--- src/hw/rtl/hlsrgb_pkg.sv ---
`default_nettype none

package hlsrgb_pkg;

    // Q format of every channel: 1.0 is 2**FRAC_BITS
    localparam int FRAC_BITS = 12;

    // stream words are padded up to whole bytes
    function automatic int byte_pad(input int bits);
        byte_pad = ((bits + 7) / 8) * 8;
    endfunction

endpackage

`default_nettype wire

--- src/hw/rtl/hls_to_rgb_converter_unit.sv ---
// Throughput: one color per cycle while the output is not stalled; four pipeline registers
// (stages one to four), one multiplier per channel in stages two and three.
// A stage takes a new word whenever it is empty or its successor takes its word, so
// bubbles are squeezed out during an output stall.
// Reset (i_rst_n low, synchronous) clears all stage valid bits; the data registers are not reset.
`default_nettype none

module hls_to_rgb_converter_unit #(
    parameter int FRAC_BITS = hlsrgb_pkg::FRAC_BITS,
    parameter int IN_W      = hlsrgb_pkg::byte_pad(4 * FRAC_BITS + 3),
    parameter int OUT_W     = hlsrgb_pkg::byte_pad(4 * FRAC_BITS + 4)
) (
    input  wire logic             i_clk,
    input  wire logic             i_rst_n,
    input  wire logic             i_s_axis_tvalid,
    output logic                  o_s_axis_tready,
    // hue, lightness, saturation, alpha_in, zero pad
    input  wire logic [IN_W-1:0]  i_s_axis_tdata,
    output logic                  o_m_axis_tvalid,
    input  wire logic             i_m_axis_tready,
    // red, green, blue, alpha_out, zero pad
    output logic [OUT_W-1:0]      o_m_axis_tdata
);

    localparam int F = FRAC_BITS;
    localparam logic [F:0] ONE  = {1'b1, {F{1'b0}}};
    localparam logic [F:0] HALF = ONE >> 1;

    typedef enum logic [2:0] {
        SEC_RED_YEL  = 3'd0,
        SEC_YEL_GRN  = 3'd1,
        SEC_GRN_CYN  = 3'd2,
        SEC_CYN_BLU  = 3'd3,
        SEC_BLU_MAG  = 3'd4,
        SEC_MAG_RED  = 3'd5
    } t_sector;

    typedef logic [F:0] t_chan;

    // ---------------- input unpack
    logic [F-1:0] in_hue;
    t_chan        in_lum, in_sat, in_alpha;

    assign in_hue   = i_s_axis_tdata[F-1:0];
    assign in_lum   = i_s_axis_tdata[2*F:F];
    assign in_sat   = i_s_axis_tdata[3*F+1:2*F+1];
    assign in_alpha = i_s_axis_tdata[4*F+2:3*F+2];

    // ---------------- stage ready chain
    logic r_v1, r_v2, r_v3, r_v4;
    logic rdy1, rdy2, rdy3, rdy4;

    assign rdy4 = !r_v4 || i_m_axis_tready;
    assign rdy3 = !r_v3 || rdy4;
    assign rdy2 = !r_v2 || rdy3;
    assign rdy1 = !r_v1 || rdy2;

    assign o_s_axis_tready = rdy1;

    // ---------------- stage 1: clamp, sector, ramps
    logic [F+2:0] h6;
    logic [F-1:0] rise;
    t_chan        fall;
    t_sector      sector;
    t_chan        n_base [3];
    t_chan        n_lum1, n_sat1;

    always_comb begin
        h6     = ({3'b0, in_hue} << 2) + ({3'b0, in_hue} << 1);
        sector = t_sector'(h6[F+2:F]);
        rise   = h6[F-1:0];
        fall   = ONE - {1'b0, rise};
        n_lum1 = (in_lum > ONE) ? ONE : in_lum;
        n_sat1 = (in_sat > ONE) ? ONE : in_sat;
        case (sector)
            SEC_RED_YEL: begin
                n_base[0] = ONE;  n_base[1] = {1'b0, rise}; n_base[2] = '0;
            end
            SEC_YEL_GRN: begin
                n_base[0] = fall; n_base[1] = ONE;          n_base[2] = '0;
            end
            SEC_GRN_CYN: begin
                n_base[0] = '0;   n_base[1] = ONE;          n_base[2] = {1'b0, rise};
            end
            SEC_CYN_BLU: begin
                n_base[0] = '0;   n_base[1] = fall;         n_base[2] = ONE;
            end
            SEC_BLU_MAG: begin
                n_base[0] = {1'b0, rise}; n_base[1] = '0;   n_base[2] = ONE;
            end
            default: begin
                n_base[0] = ONE;  n_base[1] = '0;           n_base[2] = fall;
            end
        endcase
    end

    t_chan r_base [3];
    t_chan r_lum1, r_sat1, r_alpha1;

    always_ff @(posedge i_clk) begin
        if (!i_rst_n) begin
            r_v1 <= 1'b0;
        end else if (rdy1) begin
            r_v1 <= i_s_axis_tvalid;
        end
        if (rdy1 && i_s_axis_tvalid) begin
            r_base   <= n_base;
            r_lum1   <= n_lum1;
            r_sat1   <= n_sat1;
            r_alpha1 <= in_alpha;
        end
    end

    // ---------------- stage 2: place around one half with span sat
    logic [2*F+1:0] sat_prod [3];
    logic [2*F+2:0] spread   [3];
    t_chan          n_c1     [3];
    t_chan          inv_sat;

    always_comb begin
        inv_sat = ONE - r_sat1;
        for (int k = 0; k < 3; k++) begin
            sat_prod[k] = {{(F+1){1'b0}}, r_base[k]} * {{(F+1){1'b0}}, r_sat1};
            spread[k]   = ({{(F+2){1'b0}}, inv_sat} << F) + {sat_prod[k], 1'b0};
            n_c1[k]     = spread[k][2*F+1:F+1];
        end
    end

    t_chan r_c1 [3];
    t_chan r_lum2, r_alpha2;

    always_ff @(posedge i_clk) begin
        if (!i_rst_n) begin
            r_v2 <= 1'b0;
        end else if (rdy2) begin
            r_v2 <= r_v1;
        end
        if (rdy2 && r_v1) begin
            r_c1     <= n_c1;
            r_lum2   <= r_lum1;
            r_alpha2 <= r_alpha1;
        end
    end

    // ---------------- stage 3: scale toward black or white
    logic           dark;
    logic [F+1:0]   lum2x;
    t_chan          weight;
    t_chan          mult_a [3];
    logic [2*F+1:0] shade_prod [3];
    t_chan          n_scaled [3];

    always_comb begin
        dark   = (r_lum2 <= HALF);
        lum2x  = {r_lum2, 1'b0};
        weight = dark ? lum2x[F:0] : t_chan'(lum2x - {1'b0, ONE});
        for (int k = 0; k < 3; k++) begin
            mult_a[k]     = dark ? r_c1[k] : (ONE - r_c1[k]);
            shade_prod[k] = {{(F+1){1'b0}}, mult_a[k]} * {{(F+1){1'b0}}, weight};
            n_scaled[k]   = shade_prod[k][2*F:F];
        end
    end

    t_chan r_scaled [3];
    t_chan r_c1_3 [3];
    t_chan r_alpha3;
    logic  r_dark3;

    always_ff @(posedge i_clk) begin
        if (!i_rst_n) begin
            r_v3 <= 1'b0;
        end else if (rdy3) begin
            r_v3 <= r_v2;
        end
        if (rdy3 && r_v2) begin
            r_scaled <= n_scaled;
            r_c1_3   <= r_c1;
            r_alpha3 <= r_alpha2;
            r_dark3  <= dark;
        end
    end

    // ---------------- stage 4: final add, output register
    t_chan n_out [3];

    always_comb begin
        for (int k = 0; k < 3; k++) begin
            n_out[k] = r_dark3 ? r_scaled[k] : (r_c1_3[k] + r_scaled[k]);
        end
    end

    t_chan r_out [3];
    t_chan r_alpha4;

    always_ff @(posedge i_clk) begin
        if (!i_rst_n) begin
            r_v4 <= 1'b0;
        end else if (rdy4) begin
            r_v4 <= r_v3;
        end
        if (rdy4 && r_v3) begin
            r_out    <= n_out;
            r_alpha4 <= r_alpha3;
        end
    end

    assign o_m_axis_tvalid = r_v4;
    assign o_m_axis_tdata  = {{(OUT_W - 4*(F+1)){1'b0}}, r_alpha4, r_out[2], r_out[1], r_out[0]};

    // ---------------- assertions
    a_full_when_blocked: assert property (@(posedge i_clk) disable iff (!i_rst_n)
        !o_s_axis_tready |-> (r_v1 && r_v2 && r_v3 && r_v4))
        else $error("input blocked while pipeline has a bubble");

    a_stage1_holds: assert property (@(posedge i_clk) disable iff (!i_rst_n)
        (r_v1 && !rdy2) |=> (r_v1 && $stable(r_lum1) && $stable(r_sat1)))
        else $error("stage 1 word lost during stall");

    a_c1_range: assert property (@(posedge i_clk) disable iff (!i_rst_n)
        r_v2 |-> (r_c1[0] <= ONE && r_c1[1] <= ONE && r_c1[2] <= ONE))
        else $error("placed channel above one");

    a_out_range: assert property (@(posedge i_clk) disable iff (!i_rst_n)
        r_v4 |-> (r_out[0] <= ONE && r_out[1] <= ONE && r_out[2] <= ONE))
        else $error("output channel above one");

endmodule

`default_nettype wire

--- config.mk ---
export PLATFORM = sky130hd
export DESIGN_NAME = hls_to_rgb_converter_unit
export DESIGN_NICKNAME = d
export VERILOG_FILES = /design/src/hw/rtl/hlsrgb_pkg.sv /design/src/hw/rtl/hls_to_rgb_converter_unit.sv
export SDC_FILE = /design/constraint.sdc
export NUM_CORES = 2
export LEC_CHECK = 0
export ABC_CLOCK_PERIOD_IN_PS = 9000
export BUFFER_PORTS_ARGS = -buffer_cell sky130_fd_sc_hd__buf_2
export CORE_MARGIN = 1
export CORE_UTILIZATION = 30
export DETAILED_ROUTE_END_ITERATION = 10
export GPL_TIMING_DRIVEN = 0
export PLACE_DENSITY_LB_ADDON = 0.3
export SYNTH_ARGS = -nofsm -noshare
export SYNTH_HDL_FRONTEND = slang
export SYNTH_SLANG_ARGS = --single-unit
export TNS_END_PERCENT = 50
--- constraint.sdc ---
create_clock -name i_clk -period 9 [get_ports i_clk]
set_input_delay 1.35 -clock i_clk [delete_from_list [all_inputs] [get_ports i_clk]]
set_output_delay 1.35 -clock i_clk [all_outputs]
set_load 0.02 [all_outputs]
After elaboration in Yosys (flattened, before gate mapping)
Cells that the tools add are included.
{ "word_totals": {"rom_bits": 0, "ff_bits": 291, "latch_bits": 0, "ram_bits": 0, "memories": 0, "wordCells": 74, "in_bits": 60, "output_inout_bits": 58} }
{ "op_classes": {"magnitude_cmp": 3, "n_bitwise": 0, "shift": 0, "reduce_logical": 13, "n_div": 0, "mux": 8, "n_mul": 6, "n_addsub": 13, "n_eq_ne": 4} }
{ "op_table": {"columns": ["op", "count"], "rows": [
  ["$pmux W39 S5", 1],
  ["$mul A13 B13 Y25", 6],
  ["$mux W13", 7],
  ["$add A25 B26 Y26", 3],
  ["$sub A13 B13 Y13 const A", 4],
  ["$add A13 B13 Y13", 3],
  ["$gt A13 B13 Y1 const B", 2],
  ["$add A14 B13 Y15", 1],
  ["$le A13 B12 Y1 const B", 1],
  ["$sub A13 B12 Y13 const A", 1],
  ["$sub A13 B13 Y13 const B", 1],
  ["$eq A3 B2 Y1 const B", 2],
  ["$logic_and A1 B1 Y1", 4],
  ["$logic_not A1 Y1", 4],
  ["$logic_or A1 B1 Y1", 4],
  ["$eq A3 B1 Y1 const B", 1],
  ["$eq A3 B3 Y1 const B", 1],
  ["$logic_not A3 Y1", 1]
]} }

Logic depth before layout (Yosys ltp)
{ "logic_depth": {"word_depth": 6, "mapped_depth": 31, "ltp_nobuf": 29} }

Worst setup path before layout
OpenSTA, ideal clock, no wires.
{ "synth_timing": {"path_type": "register -> register", "from": "register r_lum2[0]", "to": "register r_scaled[25] in the netlist's numbering, data pin", "path_stages_with_launch": 32, "path_buffers": 4, "arrival_time_ns": 6.966, "period_less_slack_ns": 7.232, "setup_time_ns": 0.266, "slack_ns": 1.768, "required_time_ns": 8.734, "path_cell_list": "edfxtp_1 -> clkbuf_1 -> nor4_1 -> and3_1 -> nor2_1 -> clkbuf_1 -> clkbuf_1 -> o21ai_0 -> xnor2_1 -> clkbuf_1 -> nand2_1 -> fa_1 -> inv_1 -> ha_1 -> inv_1 -> fa_1 -> inv_1 -> fa_1 -> inv_1 -> fa_1 -> inv_1 -> ha_1 -> o21a_1 -> o21ai_0 -> o21bai_1 -> a31oi_1 -> o21ai_1 -> a41o_1 -> o221a_2 -> and4_1 -> a2111oi_2 -> xnor2_1"} }
{ "synth_rtl": {"columns": ["element", "line_no", "source"], "rows": [
  ["start, declared", "hls_to_rgb_converter_unit.sv:130", "t_chan r_lum2, r_alpha2;"],
  ["start signal, assigned", "hls_to_rgb_converter_unit.sv:140", "r_lum2 <= r_lum1;"],
  ["end signal, assigned", "hls_to_rgb_converter_unit.sv:176", "r_scaled <= n_scaled;"],
  ["end, declared", "hls_to_rgb_converter_unit.sv:164", "t_chan r_scaled [3];"]
]} }

==> load_flow_metrics.sql <==
INSERT INTO impl_metrics (metric_group, metric, value, unit) VALUES
('placed_design', 'place.gp.congestion', '0.897', ''),
('global_routing', 'number_of_global_route_vias_before_repair', '32600', ''),
('cts', 'root_buffer', 'sky130_fd_sc_hd__clkbuf_16', ''),
('run_status', 'violated_checks', 'DRC', ''),
('logic_synthesis', 'yosysUniqueCellTypes', '79', ''),
('cells_and_area', 'nNetsFinal', '5984', ''),
('cells_and_area', 'stdcell_area', '0.0480', 'sq mm'),
('logic_synthesis', 'synth_compound_area_share', '5.86', '%'),
('setup_path', 'timing.critical_path.to_type', 'register', ''),
('route', 'detail_route.wirelength', '122', 'mm'),
('cts', 'maximum_root_to_sink_buffer_count', '3', ''),
('cts', 'cts.clk_slew.worst_paths', '0.07', 'ns'),
('placed_design', 'post-dp-hpwl', '100', 'mm'),
('sta', 'grt_setup_unrepaired', 'yes', ''),
('logic_synthesis', 'yosysWarnings', '0', ''),
('global_routing', 'global_route.usage.total', '17.0', '%'),
('route', 'route.detailed.drc', '4', ''),
('logic_synthesis', 'syn-instance-count', '4629', ''),
('cells_and_area', 'most-common-layout-cells', 'sky130_fd_sc_hd__inv_1 (966), sky130_fd_sc_hd__nand2_1 (656), sky130_fd_sc_hd__fa_1 (655)', ''),
('route', 'wire_per_inst', '18.1', 'um'),
('route', 'via_count', '30900', ''),
('sta', 'timing.slew.headroom', '13.8', '%'),
('die', 'core.rowCount', '139', ''),
('sta', 'fin_crit', '8.70', 'ns'),
('die', 'floorplan.die.height', '383', 'um'),
('die', 'fp.dieArea', '0.147', 'sq mm'),
('global_routing', 'overflow', '0', ''),
('cells_and_area', 'layout_commonest_cell', 'sky130_fd_sc_hd__inv_1', ''),
('cts', 'cts_buffers', '37', ''),
('sta', 'report.final.setup_viol', '0', ''),
('logic_synthesis', 'synth.area.mux_share', '0.463', '%'),
('route', 'avgViaCountPerCell', '4.60', ''),
('logic_synthesis', 'synth_area_leader_cell', 'sky130_fd_sc_hd__fa_1', ''),
('setup_path', 'setup.worst_path.start_class', 'register', ''),
('setup_path', 'cp_data_arrival_time', '9.06', 'ns'),
('global_routing', 'wire_length_of_the_first_global_routing_pass', '190', 'mm'),
('route', 'drt_pass1_iterations', '8', ''),
('route', 'drt.antenna.violating_nets', '0', ''),
('sta', 'clock.fmax', '115', 'MHz'),
('run_status', 'run_status', 'finished, violations left', ''),
('sta', 'final-max-slew-violation-count', '0', ''),
('cts', 'worst_skew_pair.late_latency', '0.61', 'ns'),
('cells_and_area', 'fin_util', '33.3', '%'),
('sta', 'timing.clock.skew', '0.0321', 'ns'),
('cells_and_area', 'post_route_cells_drive_above_1_share', '4.82', '%'),
('cts', 'cts_tree', 'built', ''),
('cells_and_area', 'area.growth.synth_to_final', '10.2', '%'),
('logic_synthesis', 'postSynth.topFlopCell', 'sky130_fd_sc_hd__edfxtp_1', ''),
('logic_synthesis', 'synth-xor-area-share', '4.13', '%'),
('cts', 'cts_repair_resize_count', '4', ''),
('route', 'detail_route.iter0.violations', '1771', ''),
('logic_synthesis', 'netlist_top_cells_area', 'sky130_fd_sc_hd__fa_1 (30%), sky130_fd_sc_hd__edfxtp_1 (20%), sky130_fd_sc_hd__ha_1 (14%)', ''),
('die', 'io_pins', '118', ''),
('hold_path', 'holdCritPathClass', 'reg -> reg', ''),
('global_routing', 'pin_count_of_the_biggest_net_entering_global_routing', '34', ''),
('setup_path', 'cp_slowest_cell', 'sky130_fd_sc_hd__edfxtp_1', ''),
('cts', 'cts.repair_timing.setup_buffer_count', '0', ''),
('logic_synthesis', 'ys_async_sr_fraction', '0', '%'),
('sta', 'final_min_period_over_clock_period', '96.7', '%'),
('logic_synthesis', 'post-synth-top-area-fraction', '30.1', '%'),
('logic_synthesis', 'synth.avg_cell_area', '9.40', 'sq um'),
('setup_path', 'critical_path_class', 'reg -> reg', ''),
('die', 'placeableCoreArea', '0.144', 'sq mm'),
('placed_design', 'placed_cell_area', '0.0467', 'sq mm'),
('setup_path', 'worst_path_most_repeated_cell', 'sky130_fd_sc_hd__fa_1', ''),
('logic_synthesis', 'synth-seq-area-share', '19.8', '%'),
('sta', 'finalHoldViolCount', '0', ''),
('cts', 'ctsHtreeMaxLevel', '2', ''),
('setup_path', 'reg2reg_slack', '0.30', 'ns'),
('sta', 'max_slew.worst_pin.slew', '1.29', 'ns'),
('setup_path', 'required_arrival_time_at_the_worst_endpoint', '9.35', 'ns');
## sequential cells by signal, indices dropped and copies added (netlist names), 36 cells and up
| signal | cells |
|---|---|
| o_m_axis_tdata | 39 |
| r_c1 | 39 |
| r_scaled | 39 |
| r_c1_3 | 39 |
| r_base | 36 |
## Yosys cell counts, types with 14 or more instances
library cell               instances
sky130_fd_sc_hd__a21boi_0         18
sky130_fd_sc_hd__a21o_1           27
sky130_fd_sc_hd__a21oi_1          91
sky130_fd_sc_hd__a31oi_1          15
sky130_fd_sc_hd__and2_1          386
sky130_fd_sc_hd__and3_1           15
sky130_fd_sc_hd__clkbuf_1        188
sky130_fd_sc_hd__edfxtp_1        284
sky130_fd_sc_hd__fa_1            655
sky130_fd_sc_hd__ha_1            480
sky130_fd_sc_hd__inv_1           966
sky130_fd_sc_hd__nand2_1         656
sky130_fd_sc_hd__nand2b_1         14
sky130_fd_sc_hd__nand3_1          27
sky130_fd_sc_hd__nor2_1          156
sky130_fd_sc_hd__nor2b_1          55
sky130_fd_sc_hd__nor3_1           47
sky130_fd_sc_hd__o21a_1           16
sky130_fd_sc_hd__o21ai_0         115
sky130_fd_sc_hd__o31ai_1          17
sky130_fd_sc_hd__or3_1            15
sky130_fd_sc_hd__xnor2_1         135
sky130_fd_sc_hd__xor2_1           66
## worst max-delay path, delay by kind of cell, from the launching register on
family | cells | cell delay [ns]
buf+inv | 6 | 1.35
compound gates | 9 | 2.20
flops | 1 | 0.69
fa+ha+maj | 6 | 2.69
simple gates | 5 | 1.03
xor+xnor | 2 | 0.46
## stage by stage
stage	setup WS, ns	instances	hold WS, ns
final	0.296	6721	0.410
after global placement	-0.928	6643	0.401
after detailed placement	-0.621	6654	0.405
after floorplan	1.77	4632	0.400
after CTS	0.0236	6721	0.409
after global routing	-0.144	6721	0.414
## final cells by class
class,instances,area (sq um)
Clock buffer,45,987
Tap cell,1903,2380
Inverter,966,3630
Multi-Input combinational cell,3179,30600
Timing Repair Buffer,119,753
Buffer,198,773
Fill cell,14800,95900
Clock inverter,23,255
Sequential cell,288,8610
## path summary, 6_finish.rpt
kind	from	endpoint	cells after the start
setup / recovery	r_lum2[0]	r_scaled[25]	28
hold reg to reg	r_alpha2[10]	r_alpha3[10]	0
hold / removal	r_alpha2[10]	r_alpha3[10]	0
setup reg to reg	r_lum2[0]	r_scaled[25]	28
## logic make-up (layout without fill, tap and decap cells)
kind of cell / Yosys count / after routing
adders and majority gates: 1135 / 1135
buffers and inverters: 1165 / 1351
and+or+nand+nor: 1425 / 1425
DFF: 288 / 288
AOI/OAI and AO/OA: 393 / 393
other: 1 / 4
muxes: 19 / 19
xor gates and xnor gates: 203 / 203
## layer usage
metal  share of wire [%]  global-route usage, %  vias up
li1                    -                      -    14600
met1                  44                   22.0    15500
met2                  48                   29.0      672
met3                 5.5                   3.06      122
met4                 2.4                   4.25        0
met5                   0                      0        -
Power is left out: the tool's default activity adds up to more than one toggle a clock period on the data nets, which glitch-free logic cannot reach.
